--- config.mk ---
export PLATFORM = sky130hd
export DESIGN_NAME = tsp_ctrl
export DESIGN_NICKNAME = d
export VERILOG_FILES = /design/src/sv/tsp_pkg.sv /design/src/sv/tsp_ctrl.sv
export SDC_FILE = /design/constraint.sdc
export NUM_CORES = 1
export LEC_CHECK = 0
export BUFFER_PORTS_ARGS = -buffer_cell sky130_fd_sc_hd__buf_2
export CELL_PAD_IN_SITES_DETAIL_PLACEMENT = 1
export CELL_PAD_IN_SITES_GLOBAL_PLACEMENT = 2
export CORE_MARGIN = 2
export CORE_UTILIZATION = 29
export DETAILED_ROUTE_END_ITERATION = 10
export PLACE_DENSITY = 0.73
export RECOVER_POWER = 50
export SYNTH_ARGS = -nofsm -noshare
export SYNTH_HDL_FRONTEND = slang
export SYNTH_SLANG_ARGS = --single-unit
--- constraint.sdc ---
create_clock -name clk_i -period 2.7 [get_ports clk_i]
set_input_delay 0.135 -clock clk_i [delete_from_list [all_inputs] [get_ports clk_i]]
set_output_delay 0.135 -clock clk_i [all_outputs]
set_load 0.03 [all_outputs]
--- src/sv/tsp_pkg.sv ---
// Shared types and constants for the slot pool with time-to-live expiry
`default_nettype none

package tsp_pkg;

  // pool geometry
  localparam int unsigned SLOTS        = 64;
  localparam int unsigned SLOT_W       = $clog2(SLOTS);
  localparam int unsigned SLOT_FIELD_W = 6;

  // stream widths
  localparam int unsigned IN_DATA_W  = 120;
  localparam int unsigned OUT_DATA_W = 112;
  localparam int unsigned SEL_W      = 2;

  // request opcodes
  localparam logic [SEL_W-1:0] OP_ADD  = 2'd0;
  localparam logic [SEL_W-1:0] OP_TICK = 2'd1;
  localparam logic [SEL_W-1:0] OP_DUMP = 2'd2;

  // result kinds
  localparam logic [SEL_W-1:0] KIND_ADD   = 2'd0;
  localparam logic [SEL_W-1:0] KIND_ENTRY = 2'd1;
  localparam logic [SEL_W-1:0] KIND_EMPTY = 2'd2;

  // one pool entry as held in memory
  typedef struct packed {
    logic [15:0]        ttl;
    logic [7:0]         blue;
    logic [7:0]         green;
    logic [7:0]         red;
    logic signed [15:0] to_y;
    logic signed [15:0] to_x;
    logic signed [15:0] from_y;
    logic signed [15:0] from_x;
  } entry_t;

  localparam int unsigned ENTRY_W = $bits(entry_t);

  // what the output register takes on a load
  typedef enum logic [1:0] {
    OUT_ADD_OK   = 2'd0,
    OUT_ADD_FULL = 2'd1,
    OUT_ENTRY    = 2'd2,
    OUT_EMPTY    = 2'd3
  } out_sel_e;

  // controller to datapath
  typedef struct packed {
    logic     capture;
    logic     idx_clr;
    logic     idx_inc;
    logic     ram_rd;
    logic     add_wr;
    logic     tick_wr;
    logic     dump_drop;
    logic     out_load;
    out_sel_e out_sel;
  } ctrl_cmd_t;

  // datapath to controller
  typedef struct packed {
    logic alive_cur;
    logic any_alive;
    logic idx_last;
    logic out_free;
    logic dump_last;
  } dp_status_t;

endpackage

`default_nettype wire

--- src/sv/tsp_ctrl.sv ---
// Controller: sequences add, tick and dump requests over the slots
`default_nettype none

module tsp_ctrl (
  input  wire logic                      clk_i,
  input  wire logic                      rst_ni,
  input  wire logic                      s_tvalid_i,
  input  wire logic [tsp_pkg::SEL_W-1:0] op_i,
  output logic                           s_tready_o,
  input  wire tsp_pkg::dp_status_t       status_i,
  output tsp_pkg::ctrl_cmd_t             cmd_o
);

  typedef enum logic [7:0] {
    ST_IDLE      = 8'b0000_0001,
    ST_ADD       = 8'b0000_0010,
    ST_TICK_SCAN = 8'b0000_0100,
    ST_TICK_WR   = 8'b0000_1000,
    ST_DUMP_SCAN = 8'b0001_0000,
    ST_DUMP_OUT  = 8'b0010_0000,
    ST_EMPTY     = 8'b0100_0000,
    ST_SPARE     = 8'b1000_0000
  } state_e;

  state_e state_q, state_d;
  logic   accept;

  assign s_tready_o = (state_q == ST_IDLE);
  assign accept     = s_tvalid_i & s_tready_o;

  // next state and commands
  always_comb begin
    state_d         = state_q;
    cmd_o.capture   = 1'b0;
    cmd_o.idx_clr   = 1'b0;
    cmd_o.idx_inc   = 1'b0;
    cmd_o.ram_rd    = 1'b0;
    cmd_o.add_wr    = 1'b0;
    cmd_o.tick_wr   = 1'b0;
    cmd_o.dump_drop = 1'b0;
    cmd_o.out_load  = 1'b0;
    cmd_o.out_sel   = tsp_pkg::OUT_ADD_OK;
    case (state_q)
      ST_IDLE: begin
        if (accept) begin
          cmd_o.capture = 1'b1;
          cmd_o.idx_clr = 1'b1;
          if (op_i == tsp_pkg::OP_ADD) begin
            state_d = ST_ADD;
          end else if (op_i == tsp_pkg::OP_TICK) begin
            state_d = ST_TICK_SCAN;
          end else if (op_i == tsp_pkg::OP_DUMP) begin
            state_d = status_i.any_alive ? ST_DUMP_SCAN : ST_EMPTY;
          end
        end
      end
      // look for the lowest free slot
      ST_ADD: begin
        if (!status_i.alive_cur) begin
          if (status_i.out_free) begin
            cmd_o.add_wr   = 1'b1;
            cmd_o.out_load = 1'b1;
            cmd_o.out_sel  = tsp_pkg::OUT_ADD_OK;
            state_d        = ST_IDLE;
          end
        end else if (status_i.idx_last) begin
          if (status_i.out_free) begin
            cmd_o.out_load = 1'b1;
            cmd_o.out_sel  = tsp_pkg::OUT_ADD_FULL;
            state_d        = ST_IDLE;
          end
        end else begin
          cmd_o.idx_inc = 1'b1;
        end
      end
      // read each live entry, then write back its decremented ttl
      ST_TICK_SCAN: begin
        if (status_i.alive_cur) begin
          cmd_o.ram_rd = 1'b1;
          state_d      = ST_TICK_WR;
        end else if (status_i.idx_last) begin
          state_d = ST_IDLE;
        end else begin
          cmd_o.idx_inc = 1'b1;
        end
      end
      ST_TICK_WR: begin
        cmd_o.tick_wr = 1'b1;
        if (status_i.idx_last) begin
          state_d = ST_IDLE;
        end else begin
          cmd_o.idx_inc = 1'b1;
          state_d       = ST_TICK_SCAN;
        end
      end
      // read each live entry and hand it to the result register
      ST_DUMP_SCAN: begin
        if (status_i.alive_cur) begin
          cmd_o.ram_rd = 1'b1;
          state_d      = ST_DUMP_OUT;
        end else if (status_i.idx_last) begin
          state_d = ST_IDLE;
        end else begin
          cmd_o.idx_inc = 1'b1;
        end
      end
      ST_DUMP_OUT: begin
        if (status_i.out_free) begin
          cmd_o.out_load  = 1'b1;
          cmd_o.out_sel   = tsp_pkg::OUT_ENTRY;
          cmd_o.dump_drop = 1'b1;
          if (status_i.dump_last) begin
            state_d = ST_IDLE;
          end else begin
            cmd_o.idx_inc = 1'b1;
            state_d       = ST_DUMP_SCAN;
          end
        end
      end
      ST_EMPTY: begin
        if (status_i.out_free) begin
          cmd_o.out_load = 1'b1;
          cmd_o.out_sel  = tsp_pkg::OUT_EMPTY;
          state_d        = ST_IDLE;
        end
      end
      default: begin
        state_d = ST_IDLE;
      end
    endcase
  end

  always_ff @(posedge clk_i or negedge rst_ni) begin
    if (!rst_ni) begin
      state_q <= ST_IDLE;
    end else begin
      state_q <= state_d;
    end
  end

endmodule

`default_nettype wire

======== Word level (Yosys, flattened, before mapping) ========
Index checks and enable logic that the tools add are counted.
operators by class
  reductions and logical operators ........ 3
  divide/modulo/power cells ............... 0
  multipliers ............................. 0
  equality and inequality tests ........... 13
  mux-type cells .......................... 37
  add/subtract/negate cells ............... 0
  bitwise gates (word level) .............. 1
  shift operators ......................... 0
  magnitude comparators ................... 0
operators by type and width
  cell                                                                   number
  8-bit two-way mux                                                      11
  8-bit one-hot mux with 7 select lines                                  1
  3-bit two-way mux                                                      6
  1-bit two-way mux                                                      12
  3-bit one-hot mux with 3 select lines                                  1
  8-bit by 1-bit equality test with 1-bit output, second input constant  1
  8-bit by 2-bit equality test with 1-bit output, second input constant  1
  8-bit by 3-bit equality test with 1-bit output, second input constant  1
  8-bit by 4-bit equality test with 1-bit output, second input constant  1
  8-bit by 5-bit equality test with 1-bit output, second input constant  1
  8-bit by 6-bit equality test with 1-bit output, second input constant  1
  8-bit by 7-bit equality test with 1-bit output, second input constant  1
  7-bit two-way mux                                                      1
  5-bit two-way mux                                                      1
  2-bit two-way mux                                                      2
  4-bit two-way mux                                                      1
  4-bit by 1-bit != test with 1-bit output, second input constant        1
  1-bit one-hot mux with 4 select lines                                  1
  4-bit AND reduction                                                    1
  3-bit != test, second input constant                                   1
  2-bit by 1-bit equality test with 1-bit output, second input constant  1
  2-bit equality test, second input constant                             1
  2-bit logical NOT                                                      1
  2-bit by 1-bit != test with 1-bit output, second input constant        1
  3 further kinds                                                        3
storage, ports and cells
  latch bits .............................. 0
  input port bits ......................... 10
  memory bits (read-only) ................. 0
  bits in registers ....................... 8
  output and inout port bits .............. 11
  bits in writable memories ............... 0
  word-level logic and storage cells ...... 55
  memories kept ........................... 0

======== Depth between registers and ports, before layout ========
  word-level depth ........................ 6
  mapped depth ............................ 7
  gate-level depth less buffers ........... 7

======== Worst setup path before layout ========
No wires, ideal clock.
  path type ............................... register to output
  start point ............................. reg state_q[1]
  end point ............................... out cmd_o[7] (netlist name)
  required time ........................... 2.565 ns
  data arrival time ....................... 1.875 ns
  stages on the path, launching flop included .. 6
  path slack .............................. 0.690 ns
  cells stage by stage .................... dfrtp_1 nor4_2 nand4b_1 a21oi_1 a211oi_1 o2bb2ai_1
RTL lines
  what                    RTL line         source
  from (decl)             tsp_ctrl.sv:25   state_e state_q, state_d;
  from (signal assigned)  tsp_ctrl.sv:137  state_q <= state_d;
  to (decl)               tsp_ctrl.sv:11   output tsp_pkg::ctrl_cmd_t cmd_o

==> flow_metrics.tcl <==
set metrics [dict create \
    worst_pin_slew_ns 0.562 \
    dp_hpwl_mm 1.74 \
    multiInputGateArea_um2 470 \
    route.detailed.drc 0 \
    overflow 0 \
    crit_chain "nor4_2, nand4b_1, a21oi_1, a211oi_1, o2bb2ai_1, buf_2" \
    synthCells 87 \
    yosysSeqAreaShare_pct 27.1 \
    firstDrtPassIters 4 \
    rrSetupSlack_ns 0.51 \
    regMostFlops "state_q" \
    setup_ws_ns 0.300 \
    pwr-share-clk_pct 22.5 \
    wl_mm 2.13 \
    clockBufferDepth 2 \
    max_stage_delay_ns 0.58 \
    synthArstFlopShare_pct 100 \
    cts_tree "built" \
    avgViaCountPerCell 5.46 \
    cts-resized-gates 0 \
    fp.coreArea_um2 2450 \
    internal_power_mw 0.268 \
    reg_top3 "state_q (8)" \
    core.rowCount 18 \
    synth_edf_count 0 \
    numPortBuffers 20 \
    grt_pass1_vias 731 \
    seq_power_share_pct 36.1 \
    cp_slowest_cell "nor4_2" \
    yosysTopAreaCell "dfrtp_1" \
    switchingPower_mw 0.195 \
    start_util_pct 30.3 \
    clock_latency_ns 0.27 \
    hp-class "primary input to flip-flop" \
    antenna-diode-count 0 \
    crit_path_start_kind "flip-flop" \
    dieArea_um2 2990 \
    area_delta_synth_final_pct 16.5 \
    clock_skew_ns 0.00364 \
    cts_root_buffer "clkbuf_4" \
    ant_nets 0 \
    switching_share_pct 42.1 \
    clock.fmax_mhz 417 \
    fill_cells 320 \
    layout_common_cells "buf_2, nor2_1, a21oi_1" \
    combPwrFrac_pct 41.4 \
    synth_area_per_cell_um2 8.56 \
    power.density_nw_per_um2 534 \
    crit_fanout 7 \
    path_class "flip-flop to primary output" \
    post-route-util_pct 35.3 \
    nNetsFinal 121 \
    grt_pass1_wl_mm 3.35 \
    leakage_nw 0.408 \
    drv_cap 0 \
    cts-buffers-inserted 3 \
    period_needed_ns 2.40 \
    first_iter_violations 5 \
    largest_register_ffs 8 \
    synth_cell_types 36 \
    ir_worst_vdd_mv 0.247 \
    grtUsageTotal_pct 16.3 \
    synth.top_cell.area_share_pct 23.5 \
    routedWlPerCell_um 15.6 \
    rsz0062_at_grt "no" \
    ys_seq_elements 8 \
    holdWs_ns 0.0674 \
    grt_max_degree 9 \
    antenna_found_initial 0 \
    p_total_mw 0.463 \
    die_h_um 54.7 \
    placed_cells 132 \
    tns_ns 0 \
    relSlewSlack_pct 62.2 \
    synthFlopType "dfrtp_1" \
    layout_commonest_cell "buf_2" \
    drive_above_1_share_pct 28.0 \
    report.final.hold_viol_count 0 \
    status "complete, no violations" \
    synth_area_leaders "dfrtp_1, a21oi_1, ha_1" \
    ctsHoldBuffers 1 \
    preCtsSetupSlack_ns 0.585 \
    required_ns 2.57 \
    fp.dieW_um 54.7 \
    finalCritPeriodShare_pct 88.9 \
    io_pins 21 \
    gp_congestion 0.807 \
    clkTransAtPathRegs_ns 0.06 \
    placed_cell_area_um2 833 \
    arrival_ns 2.27 \
    end_kind "primary output" \
    syn_area_um2 744 \
    finalInstanceArea_um2 867 \
    slew_violations 0 \
    yosys_warnings 0 \
    syn_nets 100 \
    layout.area.seq_um2 201 \
    cts.sink_count 8 \
    setup_viol 0 \
    cts_setup_buffers 0 \
    stdcell_count 137 \
    route.vias.total 748 \
    cts_max_level 1 \
]
-- kinds of logic after synthesis --
group / Yosys count / synth area share, %
simple gates: 41 / 37.5
compound gates: 21 / 18.0
buf+inv: 11 / 9.58
flops: 8 / 27.1
fa+ha+maj: 3 / 5.04
xor+xnor: 2 / 2.35
other cells: 1 / 0.504
-- path summary, 6_finish.rpt --
kind                                        start                     end  depth (start not counted)
max in group asynchronous                  rst_ni  state_q[0]$_DFFE_PN1P_                          2
hold reg to reg            state_q[0]$_DFFE_PN1P_  state_q[0]$_DFFE_PN1P_                          1
setup / recovery           state_q[1]$_DFFE_PN0P_                cmd_o[7]                          6
hold / removal                        status_i[3]  state_q[6]$_DFFE_PN0P_                          2
setup reg to reg           state_q[5]$_DFFE_PN0P_  state_q[0]$_DFFE_PN1P_                          5
min in group asynchronous                  rst_ni  state_q[6]$_DFFE_PN0P_                          2
-- final cells by class --
type,instances,share of cell area (%)
Inverter,6,2.60
Sequential cell,8,23.2
Multi-Input combinational cell,68,54.3
Timing Repair Buffer,21,12.6
Clock buffer,4,3.03
Tap cell,30,4.33
-- per-layer routing --
layer	wire [um]	track usage [%]	vias to the layer above	share of wire [%]
met3	74	2.46	5	3.5
met4	42	8.75	0	2.0
li1	-	-	359	-
met1	1020	21.8	368	48
met5	0	0	-	0
met2	998	25.0	16	47
-- cell usage after synthesis (all sizes together) (3+ instances only) --
master  count
dfrtp       7
and4b       3
nand2       5
ha          3
buf         5
inv         6
nand4b      4
nand3       5
o21ai       4
nor2        9
a21oi       9
-- worst max-delay path: cells and delay by family (launching register included) --
kind	cells	cell delay, ns
compound gates	3	0.57
simple gates	2	0.78
flops	1	0.45
buf+inv	1	0.21
-- power groups by stage --
stage | Combinational (mW) | Sequential, mW | Clock (mW)
2_1_floorplan | 0.157 | 0.159 | 0
3_3_place_gp | 0.194 | 0.167 | 0
3_5_place_dp | 0.194 | 0.168 | 0
4_1_cts | 0.195 | 0.166 | 0.108
5_1_grt | 0.211 | 0.170 | 0.114
6_report | 0.192 | 0.167 | 0.104
Power figures use the tool's default switching activity.
